===== config.mk =====
export PLATFORM = sky130hd
export DESIGN_NAME = seeded_reservoir_sampler
export DESIGN_NICKNAME = d
export VERILOG_FILES = /design/src/sv/srs_pkg.sv /design/src/sv/srs_ram.sv /design/src/sv/srs_div.sv /design/src/sv/seeded_reservoir_sampler.sv
export SDC_FILE = /design/constraint.sdc
export NUM_CORES = 2
export LEC_CHECK = 0
export ABC_CLOCK_PERIOD_IN_PS = 15770
export BUFFER_PORTS_ARGS = -buffer_cell sky130_fd_sc_hd__buf_2
export CORE_MARGIN = 2
export CORE_UTILIZATION = 34
export CTS_CLUSTER_DIAMETER = 80
export DETAILED_ROUTE_END_ITERATION = 8
export PLACE_DENSITY = 0.53
export SYNTH_ARGS = -nofsm -noshare
export SYNTH_HDL_FRONTEND = slang
export SYNTH_SLANG_ARGS = --single-unit

===== constraint.sdc =====
create_clock -name clk -period 15.77 [get_ports clk]
set_clock_uncertainty 0.1 [all_clocks]
set_input_delay 2.3655 -clock clk [delete_from_list [all_inputs] [get_ports clk]]
set_output_delay 2.3655 -clock clk [all_outputs]
set_load 0.05 [all_outputs]

===== src/sv/srs_pkg.sv =====
package srs_pkg;

    // Record indices, generator state and counts all share one word width
    localparam int unsigned DATA_W = 32;
    localparam int unsigned SIZE_W = 7;
    localparam int unsigned CFG_IDX_W = 1;
    localparam int unsigned MAX_SLOTS = 64;

    localparam logic [CFG_IDX_W-1:0] CFG_SAMPLE_SIZE = 1'd0;
    localparam logic [CFG_IDX_W-1:0] CFG_SEED        = 1'd1;

    localparam logic [DATA_W-1:0] ZERO_SEED_MAP = 32'h9E37_79B9;
    localparam logic [DATA_W-1:0] COUNT_MAX     = 32'hFFFF_FFFF;

    function automatic logic [DATA_W-1:0] xorshift32(input logic [DATA_W-1:0] s);
        logic [DATA_W-1:0] x;
        x = s;
        x = x ^ (x << 13);
        x = x ^ (x >> 17);
        x = x ^ (x << 5);
        return x;
    endfunction

    function automatic logic [DATA_W-1:0] map_seed(input logic [DATA_W-1:0] s);
        return (s == '0) ? ZERO_SEED_MAP : s;
    endfunction

endpackage


===== src/sv/srs_ram.sv =====
module srs_ram #(
    parameter int unsigned WIDTH = 32,
    parameter int unsigned DEPTH = 64,
    localparam int unsigned AW = (DEPTH > 1) ? $clog2(DEPTH) : 1
) (
    input  logic             clk,
    input  logic             we,
    input  logic [AW-1:0]    waddr,
    input  logic [WIDTH-1:0] wdata,
    input  logic             re,
    input  logic [AW-1:0]    raddr,
    output logic [WIDTH-1:0] rdata
);

    logic [WIDTH-1:0] mem [DEPTH];
    logic [WIDTH-1:0] rdata_reg;

    always_ff @(posedge clk)
    begin
        if (we)
        begin
            mem[waddr] <= wdata;
        end
        if (re)
        begin
            rdata_reg <= mem[raddr];
        end
    end

    assign rdata = rdata_reg;

endmodule


===== src/sv/srs_div.sv =====
module srs_div (
    input  logic                        clk,
    input  logic                        rst_n,
    input  logic                        start,
    input  logic [srs_pkg::DATA_W-1:0]  dividend,
    input  logic [srs_pkg::DATA_W-1:0]  divisor,
    output logic                        done,
    output logic [srs_pkg::DATA_W-1:0]  remainder
);

    localparam int unsigned W  = srs_pkg::DATA_W;
    localparam int unsigned CW = $clog2(W);

    logic          busy_reg, busy_next;
    logic          done_reg, done_next;
    logic [CW-1:0] cnt_reg, cnt_next;
    logic [W-1:0]  dvd_reg, dsr_reg, rem_reg;
    logic [W:0]    trial;
    logic [W:0]    rem_next;

    // Restoring remainder: shift in one dividend bit, subtract if it fits
    assign trial    = {rem_reg, dvd_reg[W-1]};
    assign rem_next = (trial >= {1'b0, dsr_reg}) ? (trial - {1'b0, dsr_reg}) : trial;

    always_comb
    begin
        busy_next = busy_reg;
        done_next = 1'b0;
        cnt_next  = cnt_reg;
        if (start)
        begin
            busy_next = 1'b1;
            cnt_next  = '0;
        end
        else if (busy_reg)
        begin
            cnt_next = cnt_reg + 1'b1;
            if (cnt_reg == CW'(W - 1))
            begin
                busy_next = 1'b0;
                done_next = 1'b1;
            end
        end
    end

    always_ff @(posedge clk or negedge rst_n)
    begin
        if (!rst_n)
        begin
            busy_reg <= 1'b0;
            done_reg <= 1'b0;
            cnt_reg  <= '0;
        end
        else
        begin
            busy_reg <= busy_next;
            done_reg <= done_next;
            cnt_reg  <= cnt_next;
        end
    end

    always_ff @(posedge clk)
    begin
        if (start)
        begin
            dvd_reg <= dividend;
            dsr_reg <= divisor;
            rem_reg <= '0;
        end
        else if (busy_reg)
        begin
            dvd_reg <= {dvd_reg[W-2:0], 1'b0};
            rem_reg <= rem_next[W-1:0];
        end
    end

    assign done      = done_reg;
    assign remainder = rem_reg;

endmodule


===== src/sv/seeded_reservoir_sampler.sv =====
// Channel   Direction  Handshake            Payload
// ------    ---------  -------------------  ------------------------------------------
// in        sink       in_valid/in_ready    last_record
// out       source     out_valid/out_ready  slot_record_index, keep_all, records_seen,
//                                           count_overflow, last_of_run
// cfg       sink       cfg_we (no wait)     cfg_index, cfg_wdata
//
// Free-slot, saturated and keep-everything records are taken directly; a record past
// the reservoir takes a draw (generator step, the serial remainder unit, check),
// repeated on a rejected draw. A final record then picks its run, and emits each slot
// by a RAM read and an output load, or a keep-all by a single output load.
// Reset is asynchronous, active low, and leaves the slot contents as they were.
// Output stalls hold only emission; input is taken while the last result waits.
module seeded_reservoir_sampler #(
    parameter int unsigned MAX_SLOTS = srs_pkg::MAX_SLOTS
) (
    input  logic                            clk,
    input  logic                            rst_n,

    input  logic                            in_valid,
    output logic                            in_ready,
    input  logic                            last_record,

    output logic                            out_valid,
    input  logic                            out_ready,
    output logic [srs_pkg::DATA_W-1:0]      slot_record_index,
    output logic                            keep_all,
    output logic [srs_pkg::DATA_W-1:0]      records_seen,
    output logic                            count_overflow,
    output logic                            last_of_run,

    input  logic                            cfg_we,
    input  logic [srs_pkg::CFG_IDX_W-1:0]   cfg_index,
    input  logic [srs_pkg::DATA_W-1:0]      cfg_wdata
);

    localparam int unsigned W  = srs_pkg::DATA_W;
    localparam int unsigned SW = srs_pkg::SIZE_W;
    localparam int unsigned AW = (MAX_SLOTS > 1) ? $clog2(MAX_SLOTS) : 1;
    localparam logic [SW-1:0] MAX_N = SW'(MAX_SLOTS);

    typedef enum logic [3:0] {
        S_IDLE,
        S_DRAW,
        S_DIV,
        S_CHECK,
        S_EMIT,
        S_EMIT_ONE,
        S_EMIT_RD,
        S_EMIT_LOAD
    } state_t;

    state_t         state_reg;
    logic [SW-1:0]  sample_size_reg;
    logic [W-1:0]   seed_reg;
    logic [W-1:0]   rng_reg;
    logic [W-1:0]   count_reg;
    logic           ovf_reg;
    logic           last_reg;
    logic [W-1:0]   rand_reg;
    logic [SW-1:0]  k_reg;

    logic           out_valid_reg;
    logic [W-1:0]   slot_idx_reg;
    logic           keep_all_reg;
    logic [W-1:0]   seen_reg;
    logic           ovf_out_reg;
    logic           last_run_reg;

    logic [SW-1:0]  n_eff;
    logic           accept;
    logic           out_free;
    logic           out_load;
    logic [W-1:0]   rng_step;
    logic [W-1:0]   bound;
    logic           div_done;
    logic [W-1:0]   div_rem;
    logic [W:0]     next_mult;
    logic           reject;
    logic           j_in_res;
    logic           i_in_res;
    logic           copy_case;

    logic           ram_we;
    logic [AW-1:0]  ram_waddr;
    logic           ram_re;
    logic [W-1:0]   ram_rdata;

    // Clamp the sample size to the reservoir depth
    assign n_eff    = (sample_size_reg > MAX_N) ? MAX_N : sample_size_reg;
    assign accept   = in_valid && (state_reg == S_IDLE);
    assign in_ready = (state_reg == S_IDLE);
    assign out_free = !out_valid_reg || out_ready;
    assign out_load = ((state_reg == S_EMIT_ONE) || (state_reg == S_EMIT_LOAD)) && out_free;
    assign rng_step = srs_pkg::xorshift32(rng_reg);
    assign bound    = count_reg + 1'b1;

    // A draw is rejected when it lies in the last block of
    // multiples of the bound: the next multiple past it no longer fits 32 bits
    assign next_mult = {1'b0, rand_reg - div_rem} + {1'b0, bound};
    assign reject    = next_mult[W];
    assign j_in_res  = (div_rem < W'(n_eff));
    assign i_in_res  = (count_reg < W'(n_eff));
    assign copy_case = (n_eff == '0) || (count_reg <= W'(n_eff));

    // Fill slot i while the reservoir is not full, replace slot j after a draw
    assign ram_we    = (accept && (count_reg != srs_pkg::COUNT_MAX) && i_in_res)
                    || ((state_reg == S_CHECK) && !reject && j_in_res);
    assign ram_waddr = (state_reg == S_CHECK) ? div_rem[AW-1:0] : count_reg[AW-1:0];
    assign ram_re    = (state_reg == S_EMIT_RD);

    srs_ram #(
        .WIDTH (W),
        .DEPTH (MAX_SLOTS)
    ) u_slots (
        .clk   (clk),
        .we    (ram_we),
        .waddr (ram_waddr),
        .wdata (count_reg),
        .re    (ram_re),
        .raddr (k_reg[AW-1:0]),
        .rdata (ram_rdata)
    );

    srs_div u_div (
        .clk       (clk),
        .rst_n     (rst_n),
        .start     (state_reg == S_DRAW),
        .dividend  (rng_step),
        .divisor   (bound),
        .done      (div_done),
        .remainder (div_rem)
    );

    always_ff @(posedge clk or negedge rst_n)
    begin
        if (!rst_n)
        begin
            state_reg       <= S_IDLE;
            sample_size_reg <= '0;
            seed_reg        <= '0;
            rng_reg         <= srs_pkg::ZERO_SEED_MAP;
            count_reg       <= '0;
            ovf_reg         <= 1'b0;
            last_reg        <= 1'b0;
            k_reg           <= '0;
            out_valid_reg   <= 1'b0;
        end
        else
        begin
            // Drop the result once the sink takes it, unless the next one loads
            if (out_valid_reg && out_ready && !out_load)
            begin
                out_valid_reg <= 1'b0;
            end

            // Write registers only while idle (unchecked); seed reloads the generator
            if (cfg_we)
            begin
                unique case (cfg_index)
                    srs_pkg::CFG_SAMPLE_SIZE: sample_size_reg <= cfg_wdata[SW-1:0];
                    srs_pkg::CFG_SEED:
                    begin
                        seed_reg <= cfg_wdata;
                        rng_reg  <= srs_pkg::map_seed(cfg_wdata);
                    end
                    default: ;
                endcase
            end

            unique case (state_reg)
                S_IDLE:
                begin
                    if (accept)
                    begin
                        last_reg <= last_record;
                        if (count_reg == srs_pkg::COUNT_MAX)
                        begin
                            // Saturated: flag it, sample nothing
                            ovf_reg   <= 1'b1;
                            state_reg <= last_record ? S_EMIT : S_IDLE;
                        end
                        else if (i_in_res || (n_eff == '0))
                        begin
                            count_reg <= bound;
                            state_reg <= last_record ? S_EMIT : S_IDLE;
                        end
                        else
                        begin
                            state_reg <= S_DRAW;
                        end
                    end
                end
                S_DRAW:
                begin
                    // Advance the generator and hand the draw to the divider
                    rng_reg   <= rng_step;
                    state_reg <= S_DIV;
                end
                S_DIV:
                begin
                    if (div_done)
                    begin
                        state_reg <= S_CHECK;
                    end
                end
                S_CHECK:
                begin
                    if (reject)
                    begin
                        state_reg <= S_DRAW;
                    end
                    else
                    begin
                        count_reg <= bound;
                        state_reg <= last_reg ? S_EMIT : S_IDLE;
                    end
                end
                S_EMIT:
                begin
                    k_reg     <= '0;
                    state_reg <= copy_case ? S_EMIT_ONE : S_EMIT_RD;
                end
                S_EMIT_ONE:
                begin
                    if (out_free)
                    begin
                        out_valid_reg <= 1'b1;
                        count_reg     <= '0;
                        ovf_reg       <= 1'b0;
                        rng_reg       <= srs_pkg::map_seed(seed_reg);
                        state_reg     <= S_IDLE;
                    end
                end
                S_EMIT_RD:
                begin
                    state_reg <= S_EMIT_LOAD;
                end
                S_EMIT_LOAD:
                begin
                    if (out_free)
                    begin
                        out_valid_reg <= 1'b1;
                        if (k_reg + 1'b1 == n_eff)
                        begin
                            // Run complete: clear the stream and reseed
                            count_reg <= '0;
                            ovf_reg   <= 1'b0;
                            rng_reg   <= srs_pkg::map_seed(seed_reg);
                            state_reg <= S_IDLE;
                        end
                        else
                        begin
                            k_reg     <= k_reg + 1'b1;
                            state_reg <= S_EMIT_RD;
                        end
                    end
                end
                default: state_reg <= S_IDLE;
            endcase
        end
    end

    // Payload registers: hold the draw and the result being offered
    always_ff @(posedge clk)
    begin
        if (state_reg == S_DRAW)
        begin
            rand_reg <= rng_step;
        end
        if ((state_reg == S_EMIT_ONE) && out_free)
        begin
            slot_idx_reg <= '0;
            keep_all_reg <= 1'b1;
            seen_reg     <= count_reg;
            ovf_out_reg  <= ovf_reg;
            last_run_reg <= 1'b1;
        end
        else if ((state_reg == S_EMIT_LOAD) && out_free)
        begin
            slot_idx_reg <= ram_rdata;
            keep_all_reg <= 1'b0;
            seen_reg     <= count_reg;
            ovf_out_reg  <= ovf_reg;
            last_run_reg <= (k_reg + 1'b1 == n_eff);
        end
    end

    assign out_valid         = out_valid_reg;
    assign slot_record_index = slot_idx_reg;
    assign keep_all          = keep_all_reg;
    assign records_seen      = seen_reg;
    assign count_overflow    = ovf_out_reg;
    assign last_of_run       = last_run_reg;

endmodule

==> flow_summary.toml <==
[die]
placementRows = 196
core_region_area_sq_mm = 0.285
floorplan.die_area_sq_mm = 0.291
die_w_microns = 539
chipHeight_microns = 539
ios = 108
initial_utilization = 0.342

[layout]
regMostFlops = "u_slots.mem"
largest_reg_flops = 2048
drive_above_1_share = 0.261
area.growth.synth_to_final_pct = 13.8
layout.cells.most_common_list = "2209 x edfxtp_1, 660 x mux4_2, 353 x nand2_1"
layout.cells.most_common = "edfxtp_1"
design.final.nets = 5458

[cts]
clk_path_buf_depth = 4
postCtsSetupRepairBufs = 0
tritoncts.num_buffers = 245
tritoncts_clock_tree = "done"
cts.sink_count = 2398
clock_network_latency_to_the_later_pin_of_the_worst_skew_pair_ns = 0.87
cts_hold_repair.buffers = 0
ctsRootBufferMaster = "clkbuf_16"
post_cts_resized = 0
clkTransAtPathRegs_ns = 0.06
htreeDepth = 4

[logic_synthesis]
synth_cell_type_count = 88
synth_edf_count = 2209
yosys.area_share.simple = 0.0357
most_frequently_used_flop_master_after_synthesis = "edfxtp_1"
synth.cell_area_sq_mm = 0.0975
synth_top_family_by_area = "multiplexers"
post_synth.cell_area_avg_sq_um = 19.3
postSynthRegisterBits = 2398
synth_sequential_area_ratio = 0.726
synth.area.mux_share = 0.159
syn_inst = 5039
syn-num-nets = 5191
synth-xor-area-share = 0.0137
post_synth_fa_ha_maj_area_fraction = 0.0147
asyncSetResetFlopFracSynth = 0.0513
ys.warnings.count = 0
synth_compound_area_frac = 0.0357

[worst_setup_path]
cp_data_arrival_time_ns = 8.37
critical_path.max_stage_delay_ns = 1.12
path_common_cell = "buf_4"
critPathLaunchType = "flip-flop"
crit_chain = "buf_4 > nand2_1 > nor3_2 > nand3_2 > nor3_4 > and2_0 > nand3_1 > xnor2_1 > ha_1 > a21o_1 > a21oi_1 > o21ai_0 > a31oi_1 > o2111a_1 > a2bb2oi_4 > buf_4 > nor3_2 > buf_4"
worst_setup_path_end_kind = "flip-flop"
regToRegSetupSlack_ns = 7.88
timing.critical_path.fanout_max = 43
timing.critical_path.slowest_stage_cell = "nor3_2"
critical_path_required_ns = 16.24
critPathKind = "flip-flop to flip-flop"

[placed_design]
rd_place_congestion = 0.852
dp.final_hpwl_microns = 177000
port-buffer-count = 107

[timing]
tightest_slew_ns = 1.33
post-route-period-util = 0.500
setup_tns_ns = 0
hold_violations = 0
finalCriticalPeriod_ns = 7.89
slew_headroom = 0.106
timing_max_transition_violations_final = 0
holdWs_ns = 0.352
final-setup-viol-count = 0
rsz_0062_raised_after_global_routing = "no"
fmaxAchievable_mhz = 127

[drt]
route.vias.total = 50900
final_antenna_net_count = 0
route.detailed.wl_per_inst_microns = 30.1
number_of_drc_markers_after_the_initial_detailed_route_iteration = 6418
drc = 0
drt_pass1_iterations = 5
vias_per_cell = 5.49
routed_wl_microns = 279000

[pwr]
p_int_mw = 13.1
vdd_ir_drop_max_mv = 0.136
sequential_cell_fraction_of_total_power = 0.389
p_sw_frac = 0.344
powerDensity_mw_per_mm2 = 180
power.combinational.fraction = 0.333
total_switching_power_mw = 6.87
share_clk_of_total_power = 0.278
power.leakage_nw = 34.2

[global_routing]
antenna_found_initial = 37
grt_start_max_net_pins = 97
grt_pass1_wl_microns = 393000
grt_pass1_vias = 50100
grt_util_all_layers = 0.189
grt_overflow = 0

[status]
status = "finished, final reports clean"

[flow_run]
maxCapViolations = 0

[hold_path]
holdCritPathClass = "flip-flop to flip-flop"
[layer usage]
| layer | vias up | routed length (microns) | track usage |
|---|---|---|---|
| met5 | - | 0 | 0 |
| met4 | 0 | 7250 | 0.0503 |
| met3 | 335 | 20700 | 0.0282 |
| met2 | 2138 | 130000 | 0.294 |
| met1 | 27300 | 121000 | 0.276 |
| li1 | 21200 | - | - |
[Yosys cell counts, drive strengths merged (26+ instances only)]
cell type	number	area [sq um]
a21o	48	360
a21oi	151	759
buf	120	599
clkbuf	145	546
dfrtp	103	2580
dfxtp	66	1320
edfxtp	2209	66300
ha	111	1390
inv	90	338
mux2i	38	380
mux4	660	14900
nand2	353	1330
nand3	42	225
nand4	26	163
nor2	90	340
nor3	91	472
nor4	31	194
o21ai	145	729
o31ai	41	308
xnor2	95	832
xor2	57	499
[worst max-delay path: cells and delay by family (launching register included)]
kind / cells / cell delay [ns]
adders and majority gates: 1 / 0.24
xor gates and xnor gates: 1 / 0.19
and+or+nand+nor: 7 / 3.18
buffers and inverters: 3 / 1.39
DFF: 1 / 0.77
AOI/OAI and AO/OA: 6 / 1.68
[power by group through the flow]
| stage | registers (mW) | clock network [mW] | logic, mW |
|---|---|---|---|
| after floorplan | 7.83 | 0 | 4.22 |
| after global placement | 7.90 | 0 | 6.64 |
| after detailed placement | 7.90 | 0 | 6.64 |
| after CTS | 7.77 | 5.66 | 6.66 |
| after global routing | 7.80 | 5.90 | 7.02 |
| final | 7.76 | 5.55 | 6.63 |
[metrics by stage]
step / utilization / worst slack, ns / instance area, sq um / power, mW / instances
floorplan: - / 8.39 / 97500 / 12.1 / 5039
global placement: 0.363 / 7.85 / 103000 / 14.5 / 8821
detailed placement: 0.363 / 7.83 / 103000 / 14.5 / 8821
CTS: 0.389 / 7.76 / 111000 / 20.1 / 9256
global route: 0.389 / 7.32 / 111000 / 20.7 / 9258
finish: 0.389 / 7.88 / 111000 / 19.9 / 9270
[final timing paths]
kind / start / end / cells after the start
setup / recovery: count_reg[3]$_DFFE_PN0P_ / u_slots.mem[46][13]$_DFFE_PP_ / 18
hold / removal: slot_record_index[16]$_SDFFE_PP0P_ / slot_record_index[16]$_SDFFE_PP0P_ / 2
setup reg to reg: count_reg[3]$_DFFE_PN0P_ / u_slots.mem[46][13]$_DFFE_PP_ / 18
hold reg to reg: slot_record_index[16]$_SDFFE_PP0P_ / slot_record_index[16]$_SDFFE_PP0P_ / 2
max in group asynchronous: rst_n / k_reg[2]$_DFFE_PN0P_ / 2
min in group asynchronous: rst_n / out_valid$_DFF_PN0_ / 1
[cell families after synthesis]
| kind of cell | after synthesis |
|---|---|
| AND/OR/NAND/NOR | 746 |
| adder cells (fa/ha/maj) | 113 |
| multiplexers | 720 |
| XOR/XNOR | 152 |
| AO/OA/AOI/OAI | 554 |
| flip-flops | 2398 |
| buffers and inverters | 356 |
[cell type report]
cell class | instances | area, sq um
Clock buffer | 317 | 6490
Fill cell | 25600 | 174000
Tap cell | 3762 | 4710
Timing Repair Buffer | 285 | 1890
Inverter | 91 | 344
Clock inverter | 118 | 977
Antenna cell | 14 | 35.0
Sequential cell | 2398 | 70800
Multi-Input combinational cell | 2285 | 25700
(Power assumes the default switching activity.)
